File: config.mk
export PLATFORM = sky130hd
export DESIGN_NAME = i2c_bit_level_master_unit
export DESIGN_NICKNAME = d
export VERILOG_FILES = /design/src/i2cblm_pkg.sv /design/src/i2cblm_engine.sv /design/src/i2cblm_out_reg.sv /design/src/i2c_bit_level_master_unit.sv
export VERILOG_INCLUDE_DIRS = /design/src /design/src/src
export SDC_FILE = /design/constraint.sdc
export NUM_CORES = 1
export LEC_CHECK = 0
export ABC_AREA = 1
export BUFFER_PORTS_ARGS = -buffer_cell sky130_fd_sc_hd__buf_2
export CAP_MARGIN = 20
export CORE_ASPECT_RATIO = 0.5
export CORE_MARGIN = 1.5
export CORE_UTILIZATION = 40
export DETAILED_ROUTE_END_ITERATION = 10
export GPL_ROUTABILITY_DRIVEN = 0
export PLACE_DENSITY_LB_ADDON = 0.08
export SETUP_SLACK_MARGIN = 0.05
export SKIP_LAST_GASP = 1
export SLEW_MARGIN = 20
export SYNTH_ARGS = -nofsm -noshare
export SYNTH_HDL_FRONTEND = slang
export SYNTH_SLANG_ARGS = --single-unit
File: constraint.sdc
create_clock -name clk -period 5.6 [get_ports clk]
set_input_delay 0.56 -clock clk [delete_from_list [all_inputs] [get_ports clk]]
set_output_delay 0.56 -clock clk [all_outputs]
set_load 0.02 [all_outputs]
File: src/i2c_bit_level_master_unit_defines.svh
// Assertion helpers for the bit-level master.
// Both expect clk and arst_n in scope.
`ifndef I2C_BIT_LEVEL_MASTER_UNIT_DEFINES_SVH
`define I2C_BIT_LEVEL_MASTER_UNIT_DEFINES_SVH

// Same-cycle implication
`define I2CBLM_ASSERT_SAME(label, ante, cons, msg) \
	label: assert property (@(posedge clk) disable iff (!arst_n) (ante) |-> (cons)) \
		else $error(msg);

// Next-cycle implication
`define I2CBLM_ASSERT_NEXT(label, ante, cons, msg) \
	label: assert property (@(posedge clk) disable iff (!arst_n) (ante) |=> (cons)) \
		else $error(msg);

`endif

File: src/i2cblm_pkg.sv
package i2cblm_pkg;

	// stream widths
	localparam int unsigned TDATA_W = 16;

	// command codes
	localparam logic [2:0] CMD_START = 3'd0;
	localparam logic [2:0] CMD_STOP  = 3'd1;
	localparam logic [2:0] CMD_WRITE = 3'd2;
	localparam logic [2:0] CMD_READ  = 3'd3;
	localparam logic [2:0] CMD_ACK   = 3'd4;
	localparam logic [2:0] CMD_NACK  = 3'd5;
	localparam logic [2:0] CMD_RACK  = 3'd6;

	// line select of a phase
	localparam logic LINE_SCL = 1'b0;
	localparam logic LINE_SDA = 1'b1;

	localparam logic [15:0] PHASE_TICKS_RST = 16'd40;
	localparam logic [15:0] HOLD_MAX        = 16'hFFFF;
	localparam logic [4:0]  WRITE_BIT_PHASES = 5'd24;

	// input transaction, first field in the highest bit
	typedef struct packed {
		logic       sda_in;
		logic [7:0] tx_byte;
		logic [2:0] cmd;
		logic       cmd_valid;
	} item_t;

	// result transaction, first field in the highest bit
	typedef struct packed {
		logic       ack_level;
		logic [7:0] rx_byte;
		logic       done_res;
		logic       busy_res;
		logic       sda_out;
		logic       scl_out;
	} res_t;

	typedef struct packed {
		logic line;
		logic level;
		logic sample;
	} phase_t;

	// number of phases in a command sequence
	function automatic logic [4:0] phase_count(logic [2:0] c);
		logic [4:0] n;
		unique case (c)
			CMD_START: n = 5'd4;
			CMD_STOP:  n = 5'd3;
			CMD_WRITE: n = 5'd25;
			CMD_READ:  n = 5'd16;
			CMD_ACK:   n = 5'd4;
			CMD_NACK:  n = 5'd3;
			CMD_RACK:  n = 5'd2;
			default:   n = 5'd0;
		endcase
		return n;
	endfunction

	// line, level and sample flag of phase p of command c
	function automatic phase_t phase_of(logic [2:0] c, logic [4:0] p, logic [7:0] shift);
		phase_t     ph;
		logic [2:0] k;
		logic [1:0] r;
		ph.line   = LINE_SCL;
		ph.level  = 1'b1;
		ph.sample = 1'b0;
		k = 3'd0;
		r = 2'd0;
		unique case (c)
			CMD_START: begin
				unique case (p)
					5'd0: begin ph.line = LINE_SDA; ph.level = 1'b1; end
					5'd1: begin ph.line = LINE_SCL; ph.level = 1'b1; end
					5'd2: begin ph.line = LINE_SDA; ph.level = 1'b0; end
					5'd3: begin ph.line = LINE_SCL; ph.level = 1'b0; end
					default: ;
				endcase
			end
			CMD_STOP: begin
				unique case (p)
					5'd0: begin ph.line = LINE_SDA; ph.level = 1'b0; end
					5'd1: begin ph.line = LINE_SCL; ph.level = 1'b1; end
					5'd2: begin ph.line = LINE_SDA; ph.level = 1'b1; end
					default: ;
				endcase
			end
			CMD_WRITE: begin
				if (p < WRITE_BIT_PHASES) begin
					// bit index and sub-phase: p = 3*k + r
					for (int i = 0; i < 8; i++) begin
						if (p >= 5'(3 * i)) begin
							k = 3'(i);
							r = 2'(p - 5'(3 * i));
						end
					end
					if (r == 2'd0) begin
						ph.line  = LINE_SDA;
						ph.level = shift[3'd7 - k];
					end else begin
						ph.line  = LINE_SCL;
						ph.level = (r == 2'd1);
					end
				end else begin
					ph.line  = LINE_SDA;
					ph.level = 1'b1;
				end
			end
			CMD_READ, CMD_RACK: begin
				ph.line   = LINE_SCL;
				ph.level  = ~p[0];
				ph.sample = ~p[0];
			end
			CMD_ACK: begin
				unique case (p)
					5'd0: begin ph.line = LINE_SDA; ph.level = 1'b0; end
					5'd1: begin ph.line = LINE_SCL; ph.level = 1'b1; end
					5'd2: begin ph.line = LINE_SCL; ph.level = 1'b0; end
					5'd3: begin ph.line = LINE_SDA; ph.level = 1'b1; end
					default: ;
				endcase
			end
			CMD_NACK: begin
				unique case (p)
					5'd0: begin ph.line = LINE_SDA; ph.level = 1'b1; end
					5'd1: begin ph.line = LINE_SCL; ph.level = 1'b1; end
					5'd2: begin ph.line = LINE_SCL; ph.level = 1'b0; end
					default: ;
				endcase
			end
			default: ;
		endcase
		return ph;
	endfunction

endpackage

File: src/i2cblm_engine.sv
module i2cblm_engine import i2cblm_pkg::*; (
	input  logic        clk,
	input  logic        arst_n,
	input  logic [15:0] phase_ticks,
	input  logic        fire,
	input  item_t       item,
	output res_t        res
);

	logic       scl_q, sda_q, busy_q, ack_q;
	logic [2:0] cmd_q;
	logic [4:0] phase_q;
	logic [15:0] hold_q;
	logic [7:0] shift_q, rx_q;

	logic       scl_d, sda_d, busy_d, ack_d, done_d, start;
	logic [2:0] cmd_d;
	logic [4:0] phase_d, n_phases;
	logic [15:0] hold_d, limit;
	logic [7:0] shift_d, rx_d;
	phase_t     ph;

	// one tick of the phase sequencer
	always_comb begin
		limit    = (phase_ticks == 16'd0) ? 16'd1 : phase_ticks;
		start    = !busy_q && item.cmd_valid && (item.cmd <= CMD_RACK);
		scl_d    = scl_q;
		sda_d    = sda_q;
		busy_d   = busy_q;
		ack_d    = ack_q;
		cmd_d    = cmd_q;
		phase_d  = phase_q;
		hold_d   = hold_q;
		shift_d  = shift_q;
		rx_d     = rx_q;
		done_d   = 1'b0;

		// new command only when idle
		if (start) begin
			busy_d  = 1'b1;
			cmd_d   = item.cmd;
			phase_d = 5'd0;
			hold_d  = 16'd0;
			if (item.cmd == CMD_WRITE) begin
				shift_d = item.tx_byte;
			end else if (item.cmd == CMD_READ) begin
				shift_d = 8'd0;
			end
		end

		ph       = phase_of(cmd_d, phase_d, shift_d);
		n_phases = phase_count(cmd_d);

		if (busy_d) begin
			// line is set on the first tick of a phase
			if (hold_d == 16'd0) begin
				if (ph.line == LINE_SCL) begin
					scl_d = ph.level;
				end else begin
					sda_d = ph.level;
				end
			end
			if (hold_d != HOLD_MAX) begin
				hold_d = hold_d + 16'd1;
			end
			// end of hold: sample, advance, maybe finish
			if (hold_d >= limit) begin
				if (ph.sample) begin
					if (cmd_d == CMD_READ) begin
						shift_d = {shift_d[6:0], item.sda_in};
					end else begin
						ack_d = item.sda_in;
					end
				end
				hold_d  = 16'd0;
				phase_d = phase_d + 5'd1;
				if (phase_d >= n_phases) begin
					if (cmd_d == CMD_READ) begin
						rx_d = shift_d;
					end
					busy_d  = 1'b0;
					phase_d = 5'd0;
					done_d  = 1'b1;
				end
			end
		end

		res.scl_out   = scl_d;
		res.sda_out   = sda_d;
		res.busy_res  = busy_d;
		res.done_res  = done_d;
		res.rx_byte   = rx_d;
		res.ack_level = ack_d;
	end

	// sequencer state, advanced once per accepted tick
	always_ff @(posedge clk or negedge arst_n) begin
		if (!arst_n) begin
			scl_q   <= 1'b1;
			sda_q   <= 1'b1;
			busy_q  <= 1'b0;
			ack_q   <= 1'b0;
			cmd_q   <= CMD_START;
			phase_q <= 5'd0;
			hold_q  <= 16'd0;
			shift_q <= 8'd0;
			rx_q    <= 8'd0;
		end else if (fire) begin
			scl_q   <= scl_d;
			sda_q   <= sda_d;
			busy_q  <= busy_d;
			ack_q   <= ack_d;
			cmd_q   <= cmd_d;
			phase_q <= phase_d;
			hold_q  <= hold_d;
			shift_q <= shift_d;
			rx_q    <= rx_d;
		end
	end

endmodule

File: src/i2cblm_out_reg.sv
module i2cblm_out_reg import i2cblm_pkg::*; (
	input  logic clk,
	input  logic arst_n,
	input  logic in_valid,
	output logic in_ready,
	input  res_t in_res,
	output logic out_valid,
	input  logic out_ready,
	output res_t out_res
);

	logic valid_q;
	res_t res_q;

	// free when empty or being drained this cycle
	assign in_ready = !valid_q || out_ready;

	always_ff @(posedge clk or negedge arst_n) begin
		if (!arst_n) begin
			valid_q <= 1'b0;
		end else if (in_ready) begin
			valid_q <= in_valid;
		end
	end

	// payload, no reset
	always_ff @(posedge clk) begin
		if (in_ready && in_valid) begin
			res_q <= in_res;
		end
	end

	assign out_valid = valid_q;
	assign out_res   = res_q;

endmodule

File: src/i2c_bit_level_master_unit.sv
// Bit-level I2C master timing engine. Every input transaction is one tick of
// bus time: it may carry a command (start, stop, write byte, read byte, send
// ack, send nack, read ack) with its byte, and always carries the sampled SDA
// level. Every tick yields exactly one result transaction with the SCL/SDA
// drive after that tick, busy/done flags, the last received byte and the last
// sampled ack level. Each line phase is held for cfg_wdata ticks (reset 40,
// zero acts as one); write cfg only while the block is idle. Throughput is one
// tick per clock cycle while m_tready does not stall the output; the phase
// sequencer steps once per accepted tick. Each input passes the input
// register, then the result register; commands during a sequence are dropped.
`include "i2c_bit_level_master_unit_defines.svh"

module i2c_bit_level_master_unit import i2cblm_pkg::*; (
	input  logic               clk,
	input  logic               arst_n,
	input  logic               cfg_we,
	input  logic [15:0]        cfg_wdata,   // phase_ticks
	input  logic               s_tvalid,
	output logic               s_tready,
	// cmd_valid[0], cmd[3:1], tx_byte[11:4], sda_in[12], zero pad
	input  logic [TDATA_W-1:0] s_tdata,
	output logic               m_tvalid,
	input  logic               m_tready,
	// scl_out[0], sda_out[1], busy_res[2], done_res[3], rx_byte[11:4],
	// ack_level[12], zero pad
	output logic [TDATA_W-1:0] m_tdata
);

	logic [15:0] phase_ticks_q;
	logic        s1_valid;
	item_t       s1_item;
	logic        res_ready;
	logic        advance;
	res_t        eng_res;
	res_t        out_res;

	// phase length register
	always_ff @(posedge clk or negedge arst_n) begin
		if (!arst_n) begin
			phase_ticks_q <= PHASE_TICKS_RST;
		end else if (cfg_we) begin
			phase_ticks_q <= cfg_wdata;
		end
	end

	// input stage
	assign advance  = s1_valid && res_ready;
	assign s_tready = !s1_valid || res_ready;

	always_ff @(posedge clk or negedge arst_n) begin
		if (!arst_n) begin
			s1_valid <= 1'b0;
		end else if (s_tready) begin
			s1_valid <= s_tvalid;
		end
	end

	always_ff @(posedge clk) begin
		if (s_tvalid && s_tready) begin
			s1_item <= item_t'(s_tdata[$bits(item_t)-1:0]);
		end
	end

	i2cblm_engine u_engine (
		.clk         (clk),
		.arst_n      (arst_n),
		.phase_ticks (phase_ticks_q),
		.fire        (advance),
		.item        (s1_item),
		.res         (eng_res)
	);

	i2cblm_out_reg u_out_reg (
		.clk       (clk),
		.arst_n    (arst_n),
		.in_valid  (s1_valid),
		.in_ready  (res_ready),
		.in_res    (eng_res),
		.out_valid (m_tvalid),
		.out_ready (m_tready),
		.out_res   (out_res)
	);

	assign m_tdata = {{(TDATA_W - $bits(res_t)){1'b0}}, out_res};

	// checks
	`I2CBLM_ASSERT_SAME(a_done_idle, m_tvalid && out_res.done_res, !out_res.busy_res, "done while busy")
	`I2CBLM_ASSERT_NEXT(a_s1_hold, s1_valid && !res_ready, s1_valid && $stable(s1_item), "input stage lost")
	`I2CBLM_ASSERT_NEXT(a_s1_to_out, advance, m_tvalid, "result not registered")

endmodule
# [Yosys cells after proc, flatten, opt, wreduce, memory -nomap -nowiden]
# Cells that the tools add are included.
[totals] input_bits=37 out_inout_bits=18 wordCells=143 ff_bits=88
[op_classes] addsub=10 order_cmp=13 muxes=67 eq_ne=12 n_reduce_logical=18 bitwise=1
[op_table] cell="16-bit two-way mux" n=6
[op_table] cell="8-bit two-way mux" n=11
[op_table] cell="16-bit logical NOT" n=2
[op_table] cell="2-bit two-way mux" n=14
[op_table] cell="5-bit case mux with 5 select lines" n=1
[op_table] cell="3-bit two-way mux" n=7
[op_table] cell="5-bit two-way mux" n=4
[op_table] cell="1-bit two-way mux" n=18
[op_table] cell="16-bit by 1-bit adder with 16-bit output, second input constant" n=1
[op_table] cell="16-bit greater-or-equal comparator" n=1
[op_table] cell="16-bit != test, second input constant" n=1
[op_table] cell="5-bit by 4-bit greater-or-equal comparator with 1-bit output, second input constant" n=3
[op_table] cell="3-bit by 2-bit equality test with 1-bit output, second input constant" n=4
[op_table] cell="2-bit case mux with 3 select lines" n=2
[op_table] cell="2-bit case mux with 6 select lines" n=1
[op_table] cell="5-bit by 2-bit equality test with 1-bit output, second input constant" n=2
[op_table] cell="5-bit greater-or-equal comparator, second input constant" n=2
[op_table] cell="3-bit equality test, second input constant" n=3
[op_table] cell="2-bit case mux with 2 select lines" n=2
[op_table] cell="2-bit subtractor, second input constant" n=4
[op_table] cell="2-bit OR reduction" n=3
[op_table] cell="2-bit by 1-bit subtractor with 2-bit output, second input constant" n=3
[op_table] cell="5-bit by 1-bit adder with 5-bit output, second input constant" n=1
[op_table] cell="5-bit by 1-bit greater-or-equal comparator with 1-bit output, second input constant" n=1
[op_table] cell="18 further kinds" n=24

# [Depth between registers and ports, before layout]
# Gate-level depths: netlist of run 1.
[logic_depth] depth_word=23 ltp_mapped=36 ltp_nobuf=33

# [By module]
# Synthesis of run 1 repeated with hierarchy kept, for this count alone.
[unflattened] hier_cells=756 hier_area_um2=5761.8
[by_module_without_submodules] module="i2cblm_engine" cells_per_inst=645 seq_area_each_um2=1103.6 area_per_inst_um2=4205.3 instances=1
[by_module_without_submodules] module="i2c_bit_level_master_unit" cells_per_inst=92 seq_area_each_um2=818.3 area_per_inst_um2=1121.1 instances=1
[by_module_without_submodules] module="i2cblm_out_reg" cells_per_inst=19 seq_area_each_um2=415.4 area_per_inst_um2=435.4 instances=1

# [Worst setup path before layout of run 1]
# Ideal clock, no wire load.
[synth_timing] path_kind="register to register" start="register s1_item[2] (netlist name)" end="register u_out_reg.res_q, in the netlist u_out_reg.out_res[10] (data pin)" period_less_slack_ns=3.935 setup_ns=0.255 path_stages_with_launch=29 arrival_ns=3.681 required_ns=5.345 n_path_buf=2 slack_ns=1.665 path_cell_list="edfxtp_1 nand3_2 nand2_4 inv_2 buf_6 buf_4 nor2_1 ha_1 nand3_1 nor2_2 nand4_1 nor2_2 inv_1 nand2_1 nor2_1 nand2_1 xor2_1 inv_1 ha_1 inv_1 nor3_1 a211oi_1 nand2_1 nand2_1 nand2_1 nand3_1 nor2_1 nand2_1 and2_1"
[synth_rtl] item="start, declared" line_no="i2c_bit_level_master_unit.sv:31" text="item_t s1_item;"
[synth_rtl] item="start signal, assigned" line_no="i2c_bit_level_master_unit.sv:60" text="s1_item <= item_t'(s_tdata[$bits(item_t)-1:0]);"
[synth_rtl] item="end signal, assigned" line_no="i2cblm_out_reg.sv:29" text="res_q <= in_res;"
[synth_rtl] item="end, declared" line_no="i2cblm_out_reg.sv:13" text="res_t res_q;"

==> impl_metrics.tcl, run 1 <==
set metrics [dict create \
    area_delta_synth_final_pct 13.0 \
    antennaDiodeCount 0 \
    synth_top_area_share_pct 25.8 \
    comb_power_share_pct 49.7 \
    r2r_setup_slack_ps 1070 \
    r2r.worst_path.cells 29 \
    critPathSlowestCell "sky130_fd_sc_hd__edfxtp_1" \
    syn-mean-instance-area_um2 7.43 \
    dp_hpwl_um 9610 \
    grt.met2_usage_pct 31.0 \
    share_of_total_power_in_the_clock_network_pct 20.3 \
    antenna_left 0 \
    crit_required_ps 5700 \
    grt-ovfl-total 0 \
    rsz_0062_raised_after_global_routing "no" \
    route.detailed.drc 0 \
    synth_enable_flop_cells 26 \
    power.ir.vdd_worst_v 0.000162 \
    busiest_layer "met2" \
    ys_ff_latch 88 \
    cp.arrival_ps 4630 \
    io_buffer_count 48 \
    power.static_leakage_uw 0.00327 \
    max_slew_margin_pct 35.6 \
    cts_tree "built" \
    design.die.area_um2 14800 \
    r2r_start "s1_item[2]$_DFFE_PP_" \
    type_of_destination_of_the_critical_path "register" \
    setup_violation_total_in_the_final_timing_report 0 \
    peak_fanout_along_the_critical_path 11 \
    tritoncts.num_buffers 9 \
    ys_top_cells_by_area "sky130_fd_sc_hd__dfrtp_1 (26%), sky130_fd_sc_hd__edfxtp_1 (14%), sky130_fd_sc_hd__nand2_1 (13%), sky130_fd_sc_hd__inv_1 (9.3%), sky130_fd_sc_hd__ha_1 (6.2%)" \
    detail_route.iter0.violations 251 \
    max-clock-path-buffers 2 \
    grt_start_max_net_pins 63 \
    vias_in_the_first_global_route 4481 \
    power_switching_share_pct 44.7 \
    final.setup_skew_ps 13.9 \
    wl_per_cell_um 13.0 \
    clockRootBuffer "sky130_fd_sc_hd__clkbuf_16" \
    postLayoutCoreUtil_pct 46.6 \
    placed_area_um2 6040 \
    critPathCapture "u_out_reg.out_res[10]$_DFFE_PP_" \
    num_rows 30 \
    ios 55 \
    setup_total_negative_slack_ps 0 \
    grt_antenna_before_repair 0 \
    grt_first_pass_wirelength_um 21900 \
    max_slew.worst_pin.slew_ps 957 \
    fill_cells 1381 \
    drt-vias-per-instance 4.77 \
    via_count_of_the_routed_design 4770 \
    postCtsSetupRepairBufs 0 \
    timing.critical_path.from_type "register" \
    hold_path.class "in -> reg" \
    netlist_instances 756 \
    pwr_density_cell_nw_per_um2 483 \
    postCtsHoldBufs 0 \
    design.final.nets 868 \
    clk_latency_ps 350 \
    use_met3_pct 4.06 \
    timing.critical_path.slowest_cell_delay_ps 430 \
    cts_max_level 3 \
    cts.clk_slew.worst_paths_ps 60 \
    post-synth-top-area-cell "sky130_fd_sc_hd__dfrtp_1" \
    drv_slew 0 \
    yosysWarningCount 0 \
    startpoint "s1_item[2]$_DFFE_PP_" \
    reg2reg_to "u_out_reg.out_res[10]$_DFFE_PP_" \
    power_switching_uw 1370 \
    yosys.cell_types.count 47 \
    cts_num_sinks 88 \
    critPathMostFrequentCell "sky130_fd_sc_hd__nand2_1" \
    critical_path_class "reg -> reg" \
    grt_util_all_layers_pct 19.0 \
    post_cts.resized_instances 0 \
    drt_wl_total_um 13000 \
    worst_setup_slack_before_clock_tree_synthesis_ps 1040 \
    synth_flop_cell "sky130_fd_sc_hd__dfrtp_1" \
    synthesis.area_um2 5620 \
    maxClockFrequency_mhz 221 \
    timing.final.hold_violations 0 \
    synth-seq-area-share_pct 41.6 \
    final_layout_size_suffix_gt1_share_pct 12.4 \
    groute.layer.met1.usage_pct 26.2 \
    initial_utilization_pct 41.2 \
    postLayoutSetupSlackWorst_ps 1070 \
    maxCapViolCount 0 \
    chipWidth_um 171 \
    drt_first_pass_iters 5 \
    share_of_synthesized_registers_carrying_an_async_set_or_reset_pct 70.5 \
    run_status "finished clean" \
    die_height_um 86.8 \
    min_period_ps 4530 \
    final_area_um2 6350 \
    hold_ws_ps 392 \
    seqPwrFrac_pct 30.0 \
    timing.final.crit_share_pct 80.8 \
    cell_internal_pwr_uw 1700 \
    core-area_um2 13600 \
]
## Yosys cell counts (2+ instances only)
| cell | number |
|---|---|
| sky130_fd_sc_hd__a211oi_1 | 2 |
| sky130_fd_sc_hd__a21boi_0 | 2 |
| sky130_fd_sc_hd__a21oi_1 | 23 |
| sky130_fd_sc_hd__a31oi_1 | 3 |
| sky130_fd_sc_hd__a32oi_1 | 2 |
| sky130_fd_sc_hd__and2_1 | 9 |
| sky130_fd_sc_hd__buf_1 | 3 |
| sky130_fd_sc_hd__buf_2 | 4 |
| sky130_fd_sc_hd__buf_4 | 5 |
| sky130_fd_sc_hd__buf_6 | 2 |
| sky130_fd_sc_hd__clkbuf_1 | 7 |
| sky130_fd_sc_hd__dfrtp_1 | 58 |
| sky130_fd_sc_hd__dfstp_2 | 4 |
| sky130_fd_sc_hd__edfxtp_1 | 26 |
| sky130_fd_sc_hd__ha_1 | 28 |
| sky130_fd_sc_hd__inv_1 | 139 |
| sky130_fd_sc_hd__inv_2 | 4 |
| sky130_fd_sc_hd__nand2_1 | 195 |
| sky130_fd_sc_hd__nand2_2 | 2 |
| sky130_fd_sc_hd__nand3_1 | 47 |
| sky130_fd_sc_hd__nand3_2 | 2 |
| sky130_fd_sc_hd__nand4_1 | 15 |
| sky130_fd_sc_hd__nor2_1 | 58 |
| sky130_fd_sc_hd__nor2_2 | 10 |
| sky130_fd_sc_hd__nor3_1 | 4 |
| sky130_fd_sc_hd__nor4_1 | 2 |
| sky130_fd_sc_hd__o21a_1 | 3 |
| sky130_fd_sc_hd__o21ai_0 | 50 |
| sky130_fd_sc_hd__o21ai_1 | 7 |
| sky130_fd_sc_hd__o21ai_2 | 2 |
| sky130_fd_sc_hd__o22ai_1 | 14 |
| sky130_fd_sc_hd__xor2_1 | 9 |
## cell usage in the layout, fill, tap and decap left out, types with 3 or more instances in the layout
master and instances:
sky130_fd_sc_hd__nand2_1 195, sky130_fd_sc_hd__inv_1 139, sky130_fd_sc_hd__nor2_1 58, sky130_fd_sc_hd__dfrtp_1 58, sky130_fd_sc_hd__o21ai_0 50, sky130_fd_sc_hd__buf_2 48, sky130_fd_sc_hd__nand3_1 47, sky130_fd_sc_hd__ha_1 28
sky130_fd_sc_hd__edfxtp_1 26, sky130_fd_sc_hd__a21oi_1 23, sky130_fd_sc_hd__nand4_1 15, sky130_fd_sc_hd__o22ai_1 14, sky130_fd_sc_hd__clkbuf_16 11, sky130_fd_sc_hd__nor2_2 10, sky130_fd_sc_hd__xor2_1 9, sky130_fd_sc_hd__and2_1 9
sky130_fd_sc_hd__o21ai_1 7, sky130_fd_sc_hd__buf_4 7, sky130_fd_sc_hd__inv_2 4, sky130_fd_sc_hd__nor3_1 4, sky130_fd_sc_hd__dfstp_2 4, sky130_fd_sc_hd__a31oi_1 3, sky130_fd_sc_hd__o21a_1 3, sky130_fd_sc_hd__conb_1 3
## power groups by stage
stage                     registers [µW]  logic [µW]  clock network [µW]
after floorplan                      949        1120                   0
after global placement               931        1510                   0
after detailed placement             932        1520                   0
after CTS                            920        1530                 636
after global routing                 938        1770                 663
final                                920        1520                 622
## flip-flops by register name (all words and copies together), names as in the netlist, 3 cells and up
signal / flops
phase_ticks_q: 16
u_engine.hold_q: 16
u_engine.phase_q: 5
u_engine.cmd_q: 3
u_engine.rx_q: 8
u_out_reg.out_res: 13
s1_item: 13
u_engine.shift_q: 8
## worst min path at each step
stage | startpoint | cells after the start | end | slack, ps
final | s_tdata[10] | 1 | s1_item[10]$_DFFE_PP_ | 390
after detailed placement | u_engine.rx_q[5]$_DFFE_PN0P_ | 2 | u_engine.rx_q[5]$_DFFE_PN0P_ | 460
after global placement | u_engine.sda_q$_DFFE_PN1P_ | 2 | u_engine.sda_q$_DFFE_PN1P_ | 460
after global routing | s_tdata[8] | 1 | s1_item[8]$_DFFE_PP_ | 380
after CTS | s_tdata[8] | 1 | s1_item[8]$_DFFE_PP_ | 390
after floorplan | arst_n | 0 | phase_ticks_q[0]$_DFFE_PN0P_ | 260
## cell type report
| cell class | count | area (µm²) | area share [%] |
|---|---|---|---|
| clock buffers | 11 | 275 | 4.33 |
| multi-input cells | 506 | 2640 | 41.5 |
| repair buffers | 55 | 293 | 4.61 |
| well taps | 192 | 240 | 3.78 |
| flip-flops and latches | 88 | 2340 | 36.8 |
| inverters | 143 | 537 | 8.45 |
| clock inverters | 5 | 33.8 | 0.532 |
## routing by layer
metal	vias up	wire length [µm]
met1	2169	6660
met3	11	517
li1	2508	-
met5	-	0
met2	82	5700
met4	0	100
## stage by stage
step                      power [µW]  std cells
after floorplan                 2070        758
after global placement          2440        984
after detailed placement        2450        984
after CTS                       3090       1000
after global routing            3370       1000
final                           3070       1000
## kinds of logic (layout without fill, tap and decap cells)
| family | Yosys count | after routing | share of synthesized area [%] |
|---|---|---|---|
| compound gates | 114 | 114 | 11.4 |
| xor+xnor | 10 | 10 | 1.56 |
| fa+ha+maj | 28 | 28 | 6.23 |
| buf+inv | 164 | 214 | 11.6 |
| flops | 88 | 88 | 41.6 |
| other cells | 1 | 3 | 0.0667 |
| simple gates | 351 | 351 | 27.5 |
## worst max-delay path, delay by kind of cell (launching register included)
kind / cells / cell delay, ps
simple gates: 22 / 2730
flops: 1 / 430
xor+xnor: 1 / 160
fa+ha+maj: 2 / 530
compound gates: 3 / 320
buf+inv: 1 / 100
Note: power is estimated with default switching activity, not from simulation.
==> inputs of run 2 (changes only) <==
- clock period: 5.6 -> 3.9 ns (I/O delays scaled with it)
==> run 2 against run 1 <==
Net effect:
- critical path depth is the same
- core utilization grew 5.0 points
- final cell count grew 5.2%
- via count grew 4.3%
- total power grew 56%
- critical path type unchanged
- critical endpoint is now u_out_reg.out_res[7]$_DFFE_PP_
==> impl_metrics.tcl, run 2 (synthesis results as in run 1) <==
set metrics [dict create \
    type_of_destination_of_the_critical_path "register" \
    maxCapViolCount 0 \
    final.setup_skew_ps 12.6 \
    antennaDiodeCount 0 \
    cts_max_level 3 \
    layout.cells.most_common "sky130_fd_sc_hd__nand2_1" \
    timing.critical_path.slowest_cell_delay_ps 390 \
    drt-vias-per-instance 4.73 \
    num_rows 30 \
    area_delta_synth_final_pct 25.2 \
    setup_violation_total_in_the_final_timing_report 0 \
    cp.arrival_ps 3870 \
    antenna_left 0 \
    cell_internal_pwr_uw 2650 \
    comb_power_share_pct 54.1 \
    max_slew_margin_pct 26.0 \
    design.final.nets 920 \
    crit_required_ps 4010 \
    pwr_density_cell_nw_per_um2 679 \
    commonest_cells_after_routing_fill_and_taps_aside "sky130_fd_sc_hd__nand2_1 (177), sky130_fd_sc_hd__inv_1 (135), sky130_fd_sc_hd__dfrtp_1 (58)" \
    io_buffer_count 48 \
    postCtsHoldBufs 0 \
    post_layout_nonfiller_instances 1052 \
    ios 55 \
    grt_antenna_before_repair 0 \
    tritoncts.num_buffers 9 \
    clockRootBuffer "sky130_fd_sc_hd__clkbuf_16" \
    max_slew.worst_pin.slew_ps 1110 \
    drt_wl_total_um 13700 \
    biggestRegsByFlops "phase_ticks_q (16), u_engine.hold_q (16)" \
    cts_tree "built" \
    grt-ovfl-total 0 \
    detail_route.iter0.violations 315 \
    grt_start_max_net_pins 39 \
    worst_setup_slack_before_clock_tree_synthesis_ps -154 \
    power_switching_share_pct 44.5 \
    via_count_of_the_routed_design 4977 \
    maxClockFrequency_mhz 266 \
    timing.final.hold_violations 0 \
    vias_in_the_first_global_route 4579 \
    design.die.area_um2 14800 \
    critical_path_class "reg -> reg" \
    initial_utilization_pct 41.2 \
    clk_latency_ps 350 \
    hold_ws_ps 21.5 \
    power_switching_uw 2120 \
    core-area_um2 13600 \
    timing.final.crit_share_pct 96.4 \
    min_period_ps 3760 \
    final_layout_size_suffix_gt1_share_pct 23.5 \
    power.static_leakage_uw 0.00355 \
    critPathMostFrequentCell "sky130_fd_sc_hd__nor2_4" \
    dp_hpwl_um 10000 \
    dr.max_layer_used "met4" \
    grt_util_all_layers_pct 19.4 \
    drv_slew 0 \
    postLayoutSetupSlackWorst_ps 140 \
    max-clock-path-buffers 2 \
    met2WireLength_um 6150 \
    timing.critical_path.from_type "register" \
    drt-met1-wl_um 6820 \
    cts.clk_slew.worst_paths_ps 70 \
    seqPwrFrac_pct 27.7 \
    share_of_total_power_in_the_clock_network_pct 18.2 \
    drt_first_pass_iters 5 \
    chipWidth_um 171 \
    power.ir.vdd_worst_v 0.000308 \
    run_status "finished clean" \
    wl_per_cell_um 13.0 \
    critPathSlowestCell "sky130_fd_sc_hd__edfxtp_1" \
    rsz_0062_raised_after_global_routing "yes" \
    hold_path.class "in -> async" \
    postLayoutCoreUtil_pct 51.6 \
    grt_first_pass_wirelength_um 22300 \
    wl_met3_um 601 \
    cts_num_sinks 88 \
    route.detailed.drc 0 \
    die_height_um 86.8 \
    peak_fanout_along_the_critical_path 8 \
    cells_after_dpl 1028 \
]
## run 2: critical path: cells and delay by family (launching register included)
family,cells,cell delay [ps]
AOI/OAI and AO/OA,4,520
adders and majority gates,2,400
DFF,1,390
buffers and inverters,5,550
and+or+nand+nor,18,1640
## run 2: layer usage
layer  track usage [%]  up-vias
met1              27.1     2269
li1                  -     2606
met2              31.2       88
met3              3.93       14
met4              4.51        0
met5                 0        -
## run 2: timing repair
| action | 4_1_cts | 5_1_grt |
|---|---|---|
| pin swaps | 6 | 27 |
| setup endpoints to repair | 30 | 49 |
| gates resized for setup | 14 | 71 |
| setup buffers | 3 | 5 |
## run 2: final cells by class
type	instances	area, µm²
Timing Repair Buffer	107	713
Clock buffer	12	268
Inverter	143	546
Tap cell	192	240
Clock inverter	4	27.5
Sequential cell	88	2340
Multi-Input combinational cell	506	2900
Fill cell	1297	6590
## run 2: path summary, 6_finish.rpt
kind,from,endpoint,slack (ps),cells after the start
max reg2reg,s1_item[0]$_DFFE_PP_,u_out_reg.out_res[7]$_DFFE_PP_,140,29
max in group asynchronous,arst_n,u_engine.shift_q[4]$_DFFE_PN0P_,2920,2
min in group clk,s_tdata[6],s1_item[6]$_DFFE_PP_,220,1
max,s1_item[0]$_DFFE_PP_,u_out_reg.out_res[7]$_DFFE_PP_,140,29
min,arst_n,phase_ticks_q[6]$_DFFE_PN0P_,20,1
min reg2reg,u_engine.sda_q$_DFFE_PN1P_,u_engine.sda_q$_DFFE_PN1P_,470,2
## run 2: power by group through the flow
stage / logic, µW / clock network (µW) / registers (µW)
6_report: 2580 / 870 / 1320
5_1_grt: 2920 / 928 / 1350
4_1_cts: 2410 / 896 / 1320
3_5_place_dp: 2350 / 0 / 1330
3_3_place_gp: 2330 / 0 / 1330
2_1_floorplan: 1620 / 0 / 1360
## run 2: through the flow
stage                     cell area, µm²  power [µW]  TNS, ps
after floorplan                     5630        2980        0
after global placement              6380        3660     -428
after detailed placement            6380        3680    -1630
after CTS                           6740        4620        0
after global routing                7040        5200    -2220
final                               7040        4780        0
